**src/spc_pkg.sv**
```systemverilog
// ----------------------------------------------------------------------------
// Servo position controller package
// Shared types, register codes, keypad codes and the entry saturation helper.
// ----------------------------------------------------------------------------
package spc_pkg;

   // Register file layout: two 8-bit registers at byte addresses 0 and 4.
   localparam int CSR_ADDR_WIDTH = 3;
   localparam logic REG_GAIN       = 1'b0;
   localparam logic REG_DUTY_LIMIT = 1'b1;

   localparam logic [7:0] GAIN_RESET       = 8'd10;
   localparam logic [7:0] DUTY_LIMIT_RESET = 8'd116;

   // Keypad scan codes.
   localparam logic [3:0] KEY_NONE   = 4'h0;
   localparam logic [3:0] KEY_ENTER  = 4'hA;
   localparam logic [3:0] KEY_ZERO   = 4'hB;
   localparam logic [3:0] KEY_NEGATE = 4'hC;

   // Encoder phase codes that mark a count step.
   localparam logic [1:0] PHASE_ONE   = 2'd1;
   localparam logic [1:0] PHASE_TWO   = 2'd2;
   localparam logic [1:0] PHASE_THREE = 2'd3;

   // Largest magnitude of the typed entry.
   localparam logic signed [19:0] ENTRY_MAX = 20'sd32766;

   // Input item.
   typedef struct packed {
      logic [1:0] encoder_phase;
      logic [3:0] key_code;
   } req_type;

   // Result item.
   typedef struct packed {
      logic              direction;
      logic [7:0]        duty;
      logic signed [15:0] position_now;
      logic signed [15:0] reference_now;
      logic signed [15:0] entry_now;
   } rsp_type;

   // Saturate a widened entry value to plus or minus the entry limit.
   function automatic logic signed [15:0] sat_entry(input logic signed [19:0] v);
      logic signed [19:0] r;
      begin
         if (v > ENTRY_MAX) begin
            r = ENTRY_MAX;
         end else if (v < -ENTRY_MAX) begin
            r = -ENTRY_MAX;
         end else begin
            r = v;
         end
         return r[15:0];
      end
   endfunction

endpackage

```
**src/servo_position_p_controller.sv**
```systemverilog
// ----------------------------------------------------------------------------
// Servo position proportional controller
// Quadrature position counter, decimal keypad entry of the target position
// and a clamped proportional drive given as direction and magnitude.
// ----------------------------------------------------------------------------
// The block takes one transfer per clock while req_stall is low: every input
// item is worked through in combinational logic between the state registers
// and the result register, so throughput is one item per cycle unless stalled.
// A two-entry output stage (result register plus skid register) keeps input
// transfers going while a result is held by rsp_stall; req_stall rises only
// once both entries are occupied. The drive of each result uses the position
// error left by the previous item, so a new target or position shows in the
// drive one item later. The user must write registers gain and duty_limit over
// the csr_ port only while no item is in flight; the block does not enforce it.
module servo_position_p_controller (
   input  logic                               clock,
   input  logic                               reset,
   // Input channel
   input  logic                               req_valid,
   output logic                               req_stall,
   input  spc_pkg::req_type                   req_data,
   // Result channel
   output logic                               rsp_valid,
   input  logic                               rsp_stall,
   output spc_pkg::rsp_type                   rsp_data,
   // Configuration port
   input  logic                               csr_psel,
   input  logic                               csr_penable,
   input  logic                               csr_pwrite,
   input  logic [spc_pkg::CSR_ADDR_WIDTH-1:0] csr_paddr,
   input  logic [31:0]                        csr_pwdata,
   output logic [31:0]                        csr_prdata,
   output logic                               csr_pready
);
   import spc_pkg::*;

   // Configuration registers
   logic [7:0] gain_ff;
   logic [7:0] duty_limit_ff;
   logic       csr_write;

   // Controller state
   logic [1:0]         last_phase_ff, last_phase_in;
   logic [15:0]        position_ff, position_in;
   logic signed [15:0] target_ff, target_in;
   logic signed [15:0] typed_ff, typed_in;
   logic [3:0]         previous_key_ff, previous_key_in;
   logic signed [16:0] previous_error_ff, previous_error_in;

   // Output stage
   logic    out_valid_ff;
   rsp_type out_data_ff;
   logic    skid_valid_ff;
   rsp_type skid_data_ff;
   rsp_type result_in;

   // Datapath intermediates
   logic               accept;
   logic               pop;
   logic [3:0]         key;
   logic signed [19:0] typed_wide;
   logic signed [19:0] entry_scaled;
   logic signed [19:0] entry_negated;
   logic signed [25:0] product;
   logic signed [25:0] product_neg;
   logic signed [25:0] limit_wide;
   logic [7:0]         duty_in;
   logic               direction_in;

   // Handshakes
   assign accept    = req_valid && !req_stall;
   assign pop       = out_valid_ff && !rsp_stall;
   assign req_stall = skid_valid_ff;
   assign rsp_valid = out_valid_ff;
   assign rsp_data  = out_data_ff;

   // Configuration port: always ready, register chosen by the word address bit.
   assign csr_pready = 1'b1;
   assign csr_write  = csr_psel && csr_penable && csr_pwrite;

   always_comb begin
      case (csr_paddr[2])
         REG_GAIN:       csr_prdata = {24'd0, gain_ff};
         REG_DUTY_LIMIT: csr_prdata = {24'd0, duty_limit_ff};
         default:        csr_prdata = 32'd0;
      endcase
   end

   always_ff @(posedge clock) begin
      if (reset) begin
         gain_ff       <= GAIN_RESET;
         duty_limit_ff <= DUTY_LIMIT_RESET;
      end else if (csr_write) begin
         case (csr_paddr[2])
            REG_GAIN:       gain_ff       <= csr_pwdata[7:0];
            REG_DUTY_LIMIT: duty_limit_ff <= csr_pwdata[7:0];
            default:        gain_ff       <= gain_ff;
         endcase
      end
   end

   // Key codes beyond negate count as no key.
   assign key = (req_data.key_code > KEY_NEGATE) ? KEY_NONE : req_data.key_code;

   // Encoder step: up on phase three then one, down on phase two then three.
   always_comb begin
      position_in = position_ff;
      if (req_data.encoder_phase == PHASE_ONE && last_phase_ff == PHASE_THREE) begin
         position_in = position_ff + 16'd1;
      end else if (req_data.encoder_phase == PHASE_THREE &&
                   last_phase_ff == PHASE_TWO) begin
         position_in = position_ff - 16'd1;
      end
      last_phase_in = req_data.encoder_phase;
   end

   // Keypad entry: the held key acts once it is released.
   assign typed_wide    = {{4{typed_ff[15]}}, typed_ff};
   assign entry_scaled  = (typed_wide <<< 3) + (typed_wide <<< 1) +
                          ((previous_key_ff == KEY_ZERO) ? 20'sd0 :
                           $signed({16'd0, previous_key_ff}));
   assign entry_negated = -typed_wide;

   always_comb begin
      target_in = target_ff;
      typed_in  = typed_ff;
      if (previous_key_ff != KEY_NONE && key == KEY_NONE) begin
         case (previous_key_ff)
            KEY_ENTER: begin
               target_in = typed_ff;
               typed_in  = 16'sd0;
            end
            KEY_NEGATE: begin
               typed_in = sat_entry(entry_negated);
            end
            default: begin
               typed_in = sat_entry(entry_scaled);
            end
         endcase
      end
      previous_key_in = key;
   end

   // Error for the next item, from the updated position and target.
   assign previous_error_in = $signed({position_in[15], position_in}) -
                              $signed({target_in[15], target_in});

   // Proportional drive from the stored error, clamped to the duty limit.
   assign product     = $signed({18'd0, gain_ff}) *
                        $signed({{9{previous_error_ff[16]}}, previous_error_ff});
   assign product_neg = -product;
   assign limit_wide  = $signed({18'd0, duty_limit_ff});

   always_comb begin
      if (product > limit_wide || product < -limit_wide) begin
         duty_in = duty_limit_ff;
      end else if (product[25]) begin
         duty_in = product_neg[7:0];
      end else begin
         duty_in = product[7:0];
      end
      // A negative drive clamped to a zero limit becomes zero, hence forward.
      direction_in = product[25] && (duty_in != 8'd0);
   end

   always_comb begin
      result_in.direction     = direction_in;
      result_in.duty          = duty_in;
      result_in.position_now  = $signed(position_in);
      result_in.reference_now = target_in;
      result_in.entry_now     = typed_in;
   end

   // State update on every input transfer.
   always_ff @(posedge clock) begin
      if (reset) begin
         last_phase_ff     <= 2'd0;
         position_ff       <= 16'd0;
         target_ff         <= 16'sd0;
         typed_ff          <= 16'sd0;
         previous_key_ff   <= KEY_NONE;
         previous_error_ff <= 17'sd0;
      end else if (accept) begin
         last_phase_ff     <= last_phase_in;
         position_ff       <= position_in;
         target_ff         <= target_in;
         typed_ff          <= typed_in;
         previous_key_ff   <= previous_key_in;
         previous_error_ff <= previous_error_in;
      end
   end

   // Output stage control: result register with a skid entry behind it.
   always_ff @(posedge clock) begin
      if (reset) begin
         out_valid_ff  <= 1'b0;
         skid_valid_ff <= 1'b0;
      end else if (skid_valid_ff) begin
         if (pop) begin
            skid_valid_ff <= 1'b0;
         end
      end else if (accept) begin
         if (out_valid_ff && !pop) begin
            skid_valid_ff <= 1'b1;
         end else begin
            out_valid_ff <= 1'b1;
         end
      end else if (pop) begin
         out_valid_ff <= 1'b0;
      end
   end

   // Output stage payload.
   always_ff @(posedge clock) begin
      if (skid_valid_ff) begin
         if (pop) begin
            out_data_ff <= skid_data_ff;
         end
      end else if (accept) begin
         if (out_valid_ff && !pop) begin
            skid_data_ff <= result_in;
         end else begin
            out_data_ff <= result_in;
         end
      end
   end

   // The skid entry is only ever filled behind a held result.
   a_skid_behind_out: assert property (@(posedge clock) disable iff (reset)
      skid_valid_ff |-> out_valid_ff)
      else $error("skid entry occupied while result register is empty");

   // The drive magnitude never exceeds the duty limit.
   a_duty_limited: assert property (@(posedge clock) disable iff (reset)
      out_valid_ff |-> (out_data_ff.duty <= duty_limit_ff))
      else $error("duty above duty limit");

   // Reverse direction always comes with a nonzero drive.
   a_reverse_nonzero: assert property (@(posedge clock) disable iff (reset)
      (out_valid_ff && out_data_ff.direction) |-> (out_data_ff.duty != 8'd0))
      else $error("reverse direction with zero duty");

   // The typed entry stays within its saturation range.
   a_entry_range: assert property (@(posedge clock) disable iff (reset)
      out_valid_ff |-> ($signed(out_data_ff.entry_now) <= 16'sd32766 &&
                        $signed(out_data_ff.entry_now) >= -16'sd32766))
      else $error("typed entry outside saturation range");

   // A result register that is held keeps its result.
   a_held_result: assert property (@(posedge clock) disable iff (reset)
      (out_valid_ff && rsp_stall) |=> (out_valid_ff && $stable(out_data_ff)))
      else $error("held result changed");

endmodule
```
**config.mk**
```make
export PLATFORM = sky130hd
export DESIGN_NAME = servo_position_p_controller
export DESIGN_NICKNAME = d
export VERILOG_FILES = /design/src/spc_pkg.sv /design/src/servo_position_p_controller.sv
export SDC_FILE = /design/constraint.sdc
export NUM_CORES = 1
export LEC_CHECK = 0
export ABC_AREA = 1
export BUFFER_PORTS_ARGS = -buffer_cell sky130_fd_sc_hd__clkbuf_2
export CORE_ASPECT_RATIO = 0.5
export CORE_UTILIZATION = 50
export DETAILED_ROUTE_END_ITERATION = 16
export GPL_TIMING_DRIVEN = 0
export PLACE_DENSITY = 0.79
export SKIP_LAST_GASP = 1
export SYNTH_ARGS = -nofsm -noshare
export SYNTH_HDL_FRONTEND = slang
export SYNTH_SLANG_ARGS = --single-unit
```
**constraint.sdc**
```tcl
create_clock -name clock -period 8.2 [get_ports clock]
set_input_delay 0 -clock clock [delete_from_list [all_inputs] [get_ports clock]]
set_output_delay 0 -clock clock [all_outputs]
set_load 0.05 [all_outputs]
```
After elaboration in Yosys (flattened, before gate mapping)
Index checks and enable logic that the tools add are counted.
W data, S select, Z words.
{"block": "word_totals", "ff_bits": 203, "input_bits": 48, "out_inout_bits": 92, "wordCells": 97}
{"block": "op_classes", "add_sub_neg": 8, "n_mul": 1, "order_cmp": 7, "eq_ne": 10, "n_mux": 26, "bitwise": 2, "reduce_logical": 23}
{"cell": "$mux W57", "n": 4}
{"cell": "$mux W16", "n": 9}
{"cell": "$pmux W32 S2", "n": 1}
{"cell": "$gt A20 B16 Y1 const B", "n": 2}
{"cell": "$lt A20 B16 Y1 const B", "n": 2}
{"cell": "$pmux W16 S2", "n": 1}
{"cell": "$gt A26 B9 Y1", "n": 1}
{"cell": "$lt A26 B26 Y1", "n": 1}
{"cell": "$mul A9 B17 Y26", "n": 1}
{"cell": "$neg A8 Y26", "n": 1}
{"cell": "$add A19 B17 Y20", "n": 1}
{"cell": "$add A20 B5 Y20", "n": 1}
{"cell": "$neg A16 Y20", "n": 1}
{"cell": "$sub A16 B16 Y17", "n": 1}
{"cell": "$add A16 B1 Y16 const B", "n": 1}
{"cell": "$mux W8", "n": 2}
{"cell": "$sub A16 B1 Y16 const B", "n": 1}
{"cell": "$eq A4 B4 Y1 const B", "n": 3}
{"cell": "$logic_and A1 B1 Y1", "n": 9}
{"cell": "$reduce_and A3 Y1", "n": 3}
{"cell": "$mux W4", "n": 2}
{"cell": "$neg A8 Y8", "n": 1}
{"cell": "$reduce_bool A8 Y1", "n": 1}
{"cell": "$mux W1", "n": 7}
{"cell": "12 further kinds", "n": 20}

Logic depth before layout (Yosys ltp)
Gate-level depths: netlist of the first run.
{"block": "logic_depth", "word_depth": 11, "ltp_mapped": 47, "mapped_depth_nobuf": 44}

Worst setup path after synthesis of the first run
OpenSTA, ideal clock, no wires.
{"block": "synth_path", "path_kind": "register to register", "start": "register gain_ff[5]", "end": "register out_data_ff, in the netlist rsp_data[56], data pin", "setup_time_ns": 0.253, "arrival_ns": 6.321, "required_ns": 7.947, "path_slack_ns": 1.626, "path_stages_with_launch": 43, "path_buffers": 3, "period_less_slack_ns": 6.574, "path_cell_list": "dfxtp_1 -> clkbuf_1 -> clkbuf_1 -> nand2_1 -> fa_1 -> inv_1 -> fa_1 -> fa_1 -> inv_1 -> fa_1 -> inv_1 -> ha_1 -> a21oi_1 -> o21ai_1 -> a21oi_1 -> nand3_1 -> nand2_1 -> inv_1 -> [... 7 more ...] -> nor4_1 -> nand3_1 -> inv_1 -> nand4_1 -> nand2_1 -> inv_1 -> nand2_1 -> nand2_1 -> nand2_4 -> nand2_4 -> nand2_1 -> nand2_2 -> inv_1 -> nand2_1 -> nor2_2 -> nand2_1 -> nand3_1 -> nand2_1"}
{"block": "synth_via", "elab_chain_len": 9, "word_cells_on_any_way": 12, "cone_classes": "add/sub (1); mul (1); order compare (2); mux (5); reduce/logical (3)"}
{"item": "start, declared", "line_no": "servo_position_p_controller.sv:38", "rtl": "logic [7:0] gain_ff;"}
{"item": "start signal, assigned", "line_no": "servo_position_p_controller.sv:95", "rtl": "REG_GAIN: gain_ff <= csr_pwdata[7:0];"}
{"item": "start signal, assigned", "line_no": "servo_position_p_controller.sv:97", "rtl": "default: gain_ff <= gain_ff;"}
{"item": "$mul A9 B17 Y26 (*)", "line_no": "servo_position_p_controller.sv:149", "rtl": "assign product = $signed({18'd0, gain_ff}) *"}
{"item": "$gt A26 B9 Y1 / $lt A26 B26 Y1 (equally long branches)", "line_no": "servo_position_p_controller.sv:155", "rtl": "if (product > limit_wide || product < -limit_wide) begin"}
{"item": "$logic_or A1 B1 Y1", "line_no": "servo_position_p_controller.sv:155"}
{"item": "$mux W8 (*)", "line_no": "servo_position_p_controller.sv:155"}
{"item": "via duty_in[4]", "line_no": "servo_position_p_controller.sv:67", "rtl": "logic [7:0] duty_in;"}
{"item": "$reduce_bool A8 Y1 (*)", "line_no": "servo_position_p_controller.sv:163", "rtl": "direction_in = product[25] && (duty_in != 8'd0);"}
{"item": "$logic_and A1 B1 Y1 (*)", "line_no": "servo_position_p_controller.sv:163"}
{"item": "$mux W57 (*)", "line_no": "servo_position_p_controller.sv:220", "rtl": "if (out_valid_ff && !pop) begin"}
{"item": "$mux W57 (*)", "line_no": "servo_position_p_controller.sv:219", "rtl": "end else if (accept) begin"}
{"item": "$mux W57 (*)", "line_no": "servo_position_p_controller.sv:215", "rtl": "if (skid_valid_ff) begin"}
{"item": "end signal, assigned", "line_no": "servo_position_p_controller.sv:217", "rtl": "out_data_ff <= skid_data_ff;"}
{"item": "end signal, assigned", "line_no": "servo_position_p_controller.sv:223", "rtl": "out_data_ff <= result_in;"}
{"item": "end, declared", "line_no": "servo_position_p_controller.sv:52", "rtl": "rsp_type out_data_ff;"}
The timed path passes the listed nets; every way through them passes the cells marked *. The select of a mux whose other input is x is not followed.
A chain may end at the register's enable or synchronous reset.

Final worst setup path of the first run
{"block": "layout_path", "start": "register gain_ff[2]", "end": "register out_data_ff, in the netlist rsp_data[56], data pin"}
{"block": "layout_via", "elab_chain_len": 9, "word_cells_on_any_way": 12, "cone_classes": "add/sub (1); mul (1); order compare (2); mux (5); reduce/logical (3)"}
{"item": "$mul A9 B17 Y26 (*)", "line_no": "servo_position_p_controller.sv:149"}
{"item": "$gt A26 B9 Y1, or another cell as far along", "line_no": "servo_position_p_controller.sv:155"}
{"item": "$logic_or A1 B1 Y1 / $mux W8 (equally long branches)", "line_no": "servo_position_p_controller.sv:155, servo_position_p_controller.sv:157"}
{"item": "$mux W8", "line_no": "servo_position_p_controller.sv:155"}
{"item": "$reduce_bool A8 Y1", "line_no": "servo_position_p_controller.sv:163"}
{"item": "$logic_and A1 B1 Y1 (*)", "line_no": "servo_position_p_controller.sv:163"}
{"item": "$mux W57 (*)", "line_no": "servo_position_p_controller.sv:220"}
{"item": "$mux W57 (*)", "line_no": "servo_position_p_controller.sv:219"}
{"item": "$mux W57 (*)", "line_no": "servo_position_p_controller.sv:215"}
Mark *: on every way between the ends. The rest lies on a longest branch, timed or not. The select of a mux whose other input is x is not followed.

==> qor_table.md, run 1 <==
| Result | This run |
|---|---|
| Synth cell types | 50 |
| Ranking of synthesized cells by area | edfxtp_1, fa_1, nand2_1, dfxtp_1, ha_1 |
| Fin Setup TNS | 0 ns |
| Number of rows in the core area | 48 |
| Count of antenna diodes in the layout | 0 |
| First-pass GRT wire length | 75600 um |
| Post-route clock skew | 0.0135 ns |
| Largest voltage drop on the vdd net | 0.118 mV |
| Number of vias per cell after detailed routing | 5.21 |
| Kind of start point of the critical path | flip-flop |
| Part of the cycle the worst path needs | 93.2% |
| Clock slew seen by the registers of the worst setup and hold paths | 0.06 ns |
| H-tree Lvls | 1 |
| Number of standard cells in the final layout excluding fillers | 3004 |
| Async S/R FF share, synth | 0% |
| Top cell types by occurrence after synthesis | nand2_1, inv_1, o21ai_0, ha_1, nor2_1 |
| Growth of design area from synthesis to finish | 12.8% |
| Post-layout instance area | 20100 um2 |
| Nets | 2813 |
| Via count of the first global-routing pass | 15500 |
| Chip width | 269 um |
| Commonest register cell after synthesis | edfxtp_1 |
| IO Pins | 140 |
| Critical path class | reg2reg |
| Share of final-layout standard cells stronger than drive strength 1 | 9.21% |
| Worst min-delay path class | in2reg |
| CTS tree | done |
| Final count of pins violating max slew | 0 |
| Unrepaired setup endpoints after global routing | no |
| Area occupied by registers | 5210 um2 |
| Status | finished clean |
| Core area | 34800 um2 |
| Leakage | 10.6 nW |
| Number of warnings issued by yosys | 0 |
| Critical Path Max Stage Delay | 0.67 ns |
| Buffer count from post-CTS setup fixing | 0 |
| Deepest clock path buffer count | 3 |
| Bufs and invs on worst path | 8 |
| Initial Util | 51.3% |
| # Max-Cap Violations | 0 |
| Sinks on the clock net | 203 |
| Most frequent cell on the critical path | nand2_1 |
| Cell count after synthesis | 2357 |
| Count of filler cells inserted in the layout | 3087 |
| Buffer type at the clock tree root | clkbuf_16 |
| Pwr dens | 197 nW/um2 |
| Count of antenna-violating nets left after detailed routing | 0 |
| Area share of the largest cell type after synthesis | 19.2% |
| Fin crit period | 7.64 ns |
| Dominant cell by count in the synthesized netlist | nand2_1 |
| Placer Congestion | 0.990 |
| Slew of the pin with the lowest slew margin | 0.945 ns |
| Biggest fanout along the worst timing path | 10 |
| Combined area of the multi-input logic cells | 10400 um2 |
| Number of buffers inserted during clock tree synthesis | 22 |
| Router iterations before antenna repair | 6 |
| Height of the die | 136 um |
| Total vias in the final route | 15700 |
| Antenna violations before repair | 0 |
| Signal arrival time at the worst endpoint | 7.90 ns |
| Library cell occupying the most area in the post-synthesis netlist | edfxtp_1 |
| Largest net degree at the start of global routing | 35 |
| Starting DRT DRC Count | 1301 |
| Slew HR | 36.9% |
| Sort of element at the end of the critical path | flip-flop |
| Final routed wire length divided by cell count | 15.3 um |
| Fraction of the yosys area taken by sequential cells | 29.2% |
| Total Routing Usage GR | 25.7% |
| GRT Residual Overflow | 0 |
| DRC viols | 0 |
| Total of flip-flops plus latches after synthesis | 203 |
| Count of final hold-check violations | 0 |
| Syn Std Cell Area | 17800 um2 |
| Worst-Skew Late Latency | 0.51 ns |
| Post-Synthesis Mean Instance Area | 7.57 um2 |
| Kind of cell adding the most delay to the critical path | adder cells |
| Required time of the worst setup path | 8.46 ns |
| Die footprint | 36500 um2 |
| Fmax | 0.131 GHz |
| EDFF count, synth | 114 |
| Placed Instance Area | 19000 um2 |
| Half-perimeter wire length after detailed placement | 36000 um |
| Final-report setup violation count | 0 |
| Buffers on Ports | 88 |
| Cell total after placement | 2945 |
| Crit-path slowest cell | dfxtp_1 |
| Total length of routed wires | 45800 um |
==> layer usage <==
layer / global-route usage [%] / wire length, um
met1: 34.1 / 19900
met2: 44.5 / 21500
met3: 1.98 / 2950
met4: 8.46 / 1440
met5: 0 / 0
==> cells in the final DEF (no fill, tap or decap), types with 4 or more instances in the layout <==
cell type      synthesis  routed
dlygate4sd3_1          0      28
nand3_1               72      72
nor3_1                20      20
o21a_1                 5       5
bufinv_16              0       5
xnor2_1               15      15
fa_1                 111     111
nand2_2               22      22
o2111ai_1              4       4
o21ai_2                6       6
dfxtp_2                0       5
dfxtp_1               89      84
o21bai_1               5       5
nor2_2                 4       4
clkbuf_16              0      23
inv_2                  7       7
nor4_1                 7       7
nand2_1              549     549
inv_1                467     467
o21ai_1               15      15
nor2_1               140     139
o21ai_0              180     180
buf_2                  4       4
clkbuf_8               0       4
a21oi_1              138     137
nand3b_1               7       7
conb_1                 2      25
clkbuf_1              72      58
buf_4                 25      25
ha_1                 141     141
clkbuf_2               0      94
a21oi_2                5       5
xor2_1                66      66
nand4_1               20      20
buf_1                  5       4
edfxtp_1             114     114
nor3_2                 4       4
==> where the power goes <==
group          internal (W)  switching [W]
Clock              0.000706       0.000419
Sequential          0.00118      0.0000544
Combinational      0.000510        0.00110
Total               0.00240        0.00157
==> stage by stage <==
step / setup slack, ns / total power [W] / hold WS, ns / utilization, %
floorplan: 1.63 / 0.00245 / 0.126 / -
global placement: 0.332 / 0.00279 / 0.253 / 54.5
detailed placement: 0.170 / 0.00283 / 0.249 / 54.7
CTS: 0.141 / 0.00395 / 0.0380 / 57.9
global route: 0.0499 / 0.00422 / 0.130 / 57.8
finish: 0.560 / 0.00397 / 0.0576 / 57.8
==> sequential cells by signal, indices dropped and copies added (netlist names) <==
signal and count:
skid_data_ff 57, req_stall 1, last_phase_ff 2, position_ff 16, rsp_valid 1, previous_error_ff 17, typed_ff 16, duty_limit_ff 8
rsp_data 57, gain_ff 8, target_ff 16, previous_key_ff 4
==> worst min-delay path: cells and delay by family <==
kind	cells	cell delay [ns]
simple gates	3	0.26
compound gates	1	0.18
buf+inv	1	0.08
==> repair_timing <==
action,4_1_cts,5_1_grt
resized for setup,0,16
endpoints found under the hold margin,24,0
hold buffers,28,0
endpoints found under the setup margin,0,15
==> final cells by class <==
class                   instances  share of cell area [%]
plain buffers                 100                    2.51
clock buffers                  27                    3.14
clock inverters                13                    1.01
inverters                     475                    8.87
multi-input cells            1593                    51.8
flip-flops and latches        203                    25.9
well taps                     475                    2.96
repair buffers                118                    3.78
==> kinds of logic after synthesis <==
kind of cell | Yosys count | share of synthesized area, %
other | 2 | 0.0421
adders and majority gates | 252 | 22.4
xor gates and xnor gates | 81 | 3.98
AOI/OAI and AO/OA | 377 | 11.3
DFF | 203 | 29.2
buffers and inverters | 584 | 13.0
and+or+nand+nor | 858 | 20.2
==> path summary, 6_finish.rpt <==
kind	start	endpoint	slack, ns	depth (start not counted)
setup / recovery	gain_ff[2]$_SDFFE_PP0P_	rsp_data[56]$_DFFE_PP_	0.56	41
hold / removal	csr_psel	gain_ff[5]$_SDFFE_PP0P_	0.06	5
setup reg to reg	gain_ff[2]$_SDFFE_PP0P_	rsp_data[56]$_DFFE_PP_	0.56	41
hold reg to reg	previous_key_ff[3]$_SDFFE_PP0P_	previous_key_ff[3]$_SDFFE_PP0P_	0.51	2
Note: power is estimated with default switching activity, not from simulation.
==> run 2, diff against run 1 <==
--- a/config.mk
+++ b/config.mk
@@ -8,10 +8,10 @@
 export ABC_AREA = 1
 export BUFFER_PORTS_ARGS = -buffer_cell sky130_fd_sc_hd__clkbuf_2
 export CORE_ASPECT_RATIO = 0.5
-export CORE_UTILIZATION = 50
+export CORE_UTILIZATION = 40
 export DETAILED_ROUTE_END_ITERATION = 16
 export GPL_TIMING_DRIVEN = 0
-export PLACE_DENSITY = 0.79
+export PLACE_DENSITY = 0.68
 export SKIP_LAST_GASP = 1
 export SYNTH_ARGS = -nofsm -noshare
 export SYNTH_HDL_FRONTEND = slang
==> run 2 against run 1 <==
  * Global-route usage fell by 5.5 points
  * Cell count rose by 3.8%
  * Largest cell class unchanged
  * Sequential cell count did not move
  * Maximum frequency fell by 0.84%
  * Die area rose by 25%
  * Sequential share of layout area fell by 0.083 points
  * Total power fell by 3.5%
  * Design area rose by 0.27%
  * Largest power group unchanged
==> qor_table.md, run 2 (synthesis results as in run 1) <==
| Result | This run |
|---|---|
| Nets | 2815 |
| Start point of the critical path | gain_ff[3]$_SDFFE_PP1P_ |
| Die footprint | 45500 um2 |
| Core area | 43800 um2 |
| Setup Slack @ Placement | 0.188 ns |
| Final setup margin | 0.496 ns |
| Worst min-delay path class | in2reg |
| Starting DRT DRC Count | 1087 |
| Kind of start point of the critical path | flip-flop |
| # Max-Cap Violations | 0 |
| Number of standard cells in the final layout excluding fillers | 3119 |
| Sinks on the clock net | 203 |
| Antenna violations before repair | 1 |
| CTS tree | done |
| Cell total after placement | 3059 |
| Biggest fanout along the worst timing path | 10 |
| Part of the cycle the worst path needs | 94.0% |
| Chip width | 301 um |
| Crit-path slowest cell | dfxtp_1 |
| Critical path class | reg2reg |
| Slew of the pin with the lowest slew margin | 0.882 ns |
| Count of antenna-violating nets left after detailed routing | 0 |
| Count of final hold-check violations | 0 |
| Worst hold slack | 0.0210 ns |
| Final-report setup violation count | 0 |
| Fmax | 0.130 GHz |
| Number of vias per cell after detailed routing | 4.88 |
| Worst-Skew Late Latency | 0.53 ns |
| H-tree Lvls | 1 |
| Total Routing Usage GR | 20.2% |
| Clock slew seen by the registers of the worst setup and hold paths | 0.06 ns |
| Fin util | 46.1% |
| Required time of the worst setup path | 8.48 ns |
| IO Pins | 140 |
| Startpoint of the worst hold path | csr_pwrite |
| Deepest clock path buffer count | 3 |
| Post-route clock skew | 0.0284 ns |
| Most common cell after layout, fill and taps aside | nand2_1 |
| Critical Path Max Stage Delay | 0.72 ns |
| Pwr dens | 190 nW/um2 |
| Largest voltage drop on the vdd net | 0.133 mV |
| Router iterations before antenna repair | 5 |
| Buffers on Ports | 88 |
| Share of final-layout standard cells stronger than drive strength 1 | 8.93% |
| Number of rows in the core area | 54 |
| Height of the die | 151 um |
| Final routed wire length divided by cell count | 14.7 um |
| First-pass GRT wire length | 74400 um |
| Signal arrival time at the worst endpoint | 7.98 ns |
| Count of antenna diodes in the layout | 0 |
| Initial Util | 40.7% |
| Most frequent cells in the layout | nand2_1, inv_1, o21ai_0, ha_1, nor2_1 |
| Fin Setup TNS | 0 ns |
| Via count of the first global-routing pass | 14700 |
| Total vias in the final route | 15200 |
| Buffer type at the clock tree root | clkbuf_16 |
| Count of filler cells inserted in the layout | 4341 |
| Most frequent cell on the critical path | nand2_1 |
| Leakage | 10.5 nW |
| Sort of element at the end of the critical path | flip-flop |
| Number of buffers inserted during clock tree synthesis | 23 |
| Buffer count from post-CTS setup fixing | 0 |
| R2R Path Start | gain_ff[3]$_SDFFE_PP1P_ |
| Growth of design area from synthesis to finish | 13.1% |
| GRT Residual Overflow | 0 |
| Status | finished clean |
| Total length of routed wires | 45800 um |
| Fin crit period | 7.70 ns |
| Unrepaired setup endpoints after global routing | no |
| Placer Congestion | 0.925 |
| DRC viols | 0 |
| Slew HR | 41.1% |
| Half-perimeter wire length after detailed placement | 36300 um |
| Largest net degree at the start of global routing | 35 |
| Final count of pins violating max slew | 0 |
## run 2: path summary, 6_finish.rpt
path / slack, ns / end / depth (start not counted)
worst max-delay path: 0.50 / rsp_data[56]$_DFFE_PP_ / 43
worst min-delay path: 0.02 / gain_ff[6]$_SDFFE_PP0P_ / 5
worst max register to register: 0.50 / rsp_data[56]$_DFFE_PP_ / 43
worst min register to register: 0.51 / last_phase_ff[0]$_SDFFE_PP0P_ / 2
## run 2: timing repair
item / 4_1_cts / 5_1_grt
setup endpoints to repair: 0 / 12
hold buffers: 28 / 0
endpoints found under the hold margin: 25 / 0
resized for setup: 0 / 12
## run 2: area by class of cell
cell class,count,area (um2),area share [%]
Multi-Input combinational cell,1593,10400,51.7
Sequential cell,203,5210,25.8
Inverter,475,1780,8.84
Timing Repair Buffer,119,781,3.87
Tap cell,588,736,3.65
Clock buffer,29,618,3.07
Buffer,100,503,2.49
Clock inverter,12,114,0.565
## run 2: where the power goes
group | switching [W] | leakage (nW) | total [W] | internal (W)
combinational | 0.00109 | 8.36 | 0.00160 | 0.000510
sequential | 0.0000552 | 1.82 | 0.00124 | 0.00118
clock | 0.000422 | 0.344 | 0.000994 | 0.000572
total | 0.00157 | 10.5 | 0.00383 | 0.00226
## run 2: layer usage
metal	vias up	track usage [%]	part of all wire, %	wire length [um]
li1	7672	-	-	-
met1	7155	26.8	45	20600
met2	350	36.0	49	22300
met3	54	1.43	4.6	2110
met4	0	4.42	1.7	777
met5	-	0	0	0
## run 2: through the flow
step / area (um2) / power (W)
global route: 20200 / 0.00409
detailed placement: 19200 / 0.00283
floorplan: 17900 / 0.00245
finish: 20200 / 0.00383
global placement: 19100 / 0.00280
CTS: 20200 / 0.00383
## run 2: worst max-delay path, delay by kind of cell (launching register included)
kind | cells | cell delay (ns)
AO/OA/AOI/OAI | 2 | 0.42
buffers and inverters | 9 | 1.04
flip-flops | 1 | 0.72
AND/OR/NAND/NOR | 26 | 2.49
adder cells (fa/ha/maj) | 6 | 2.77
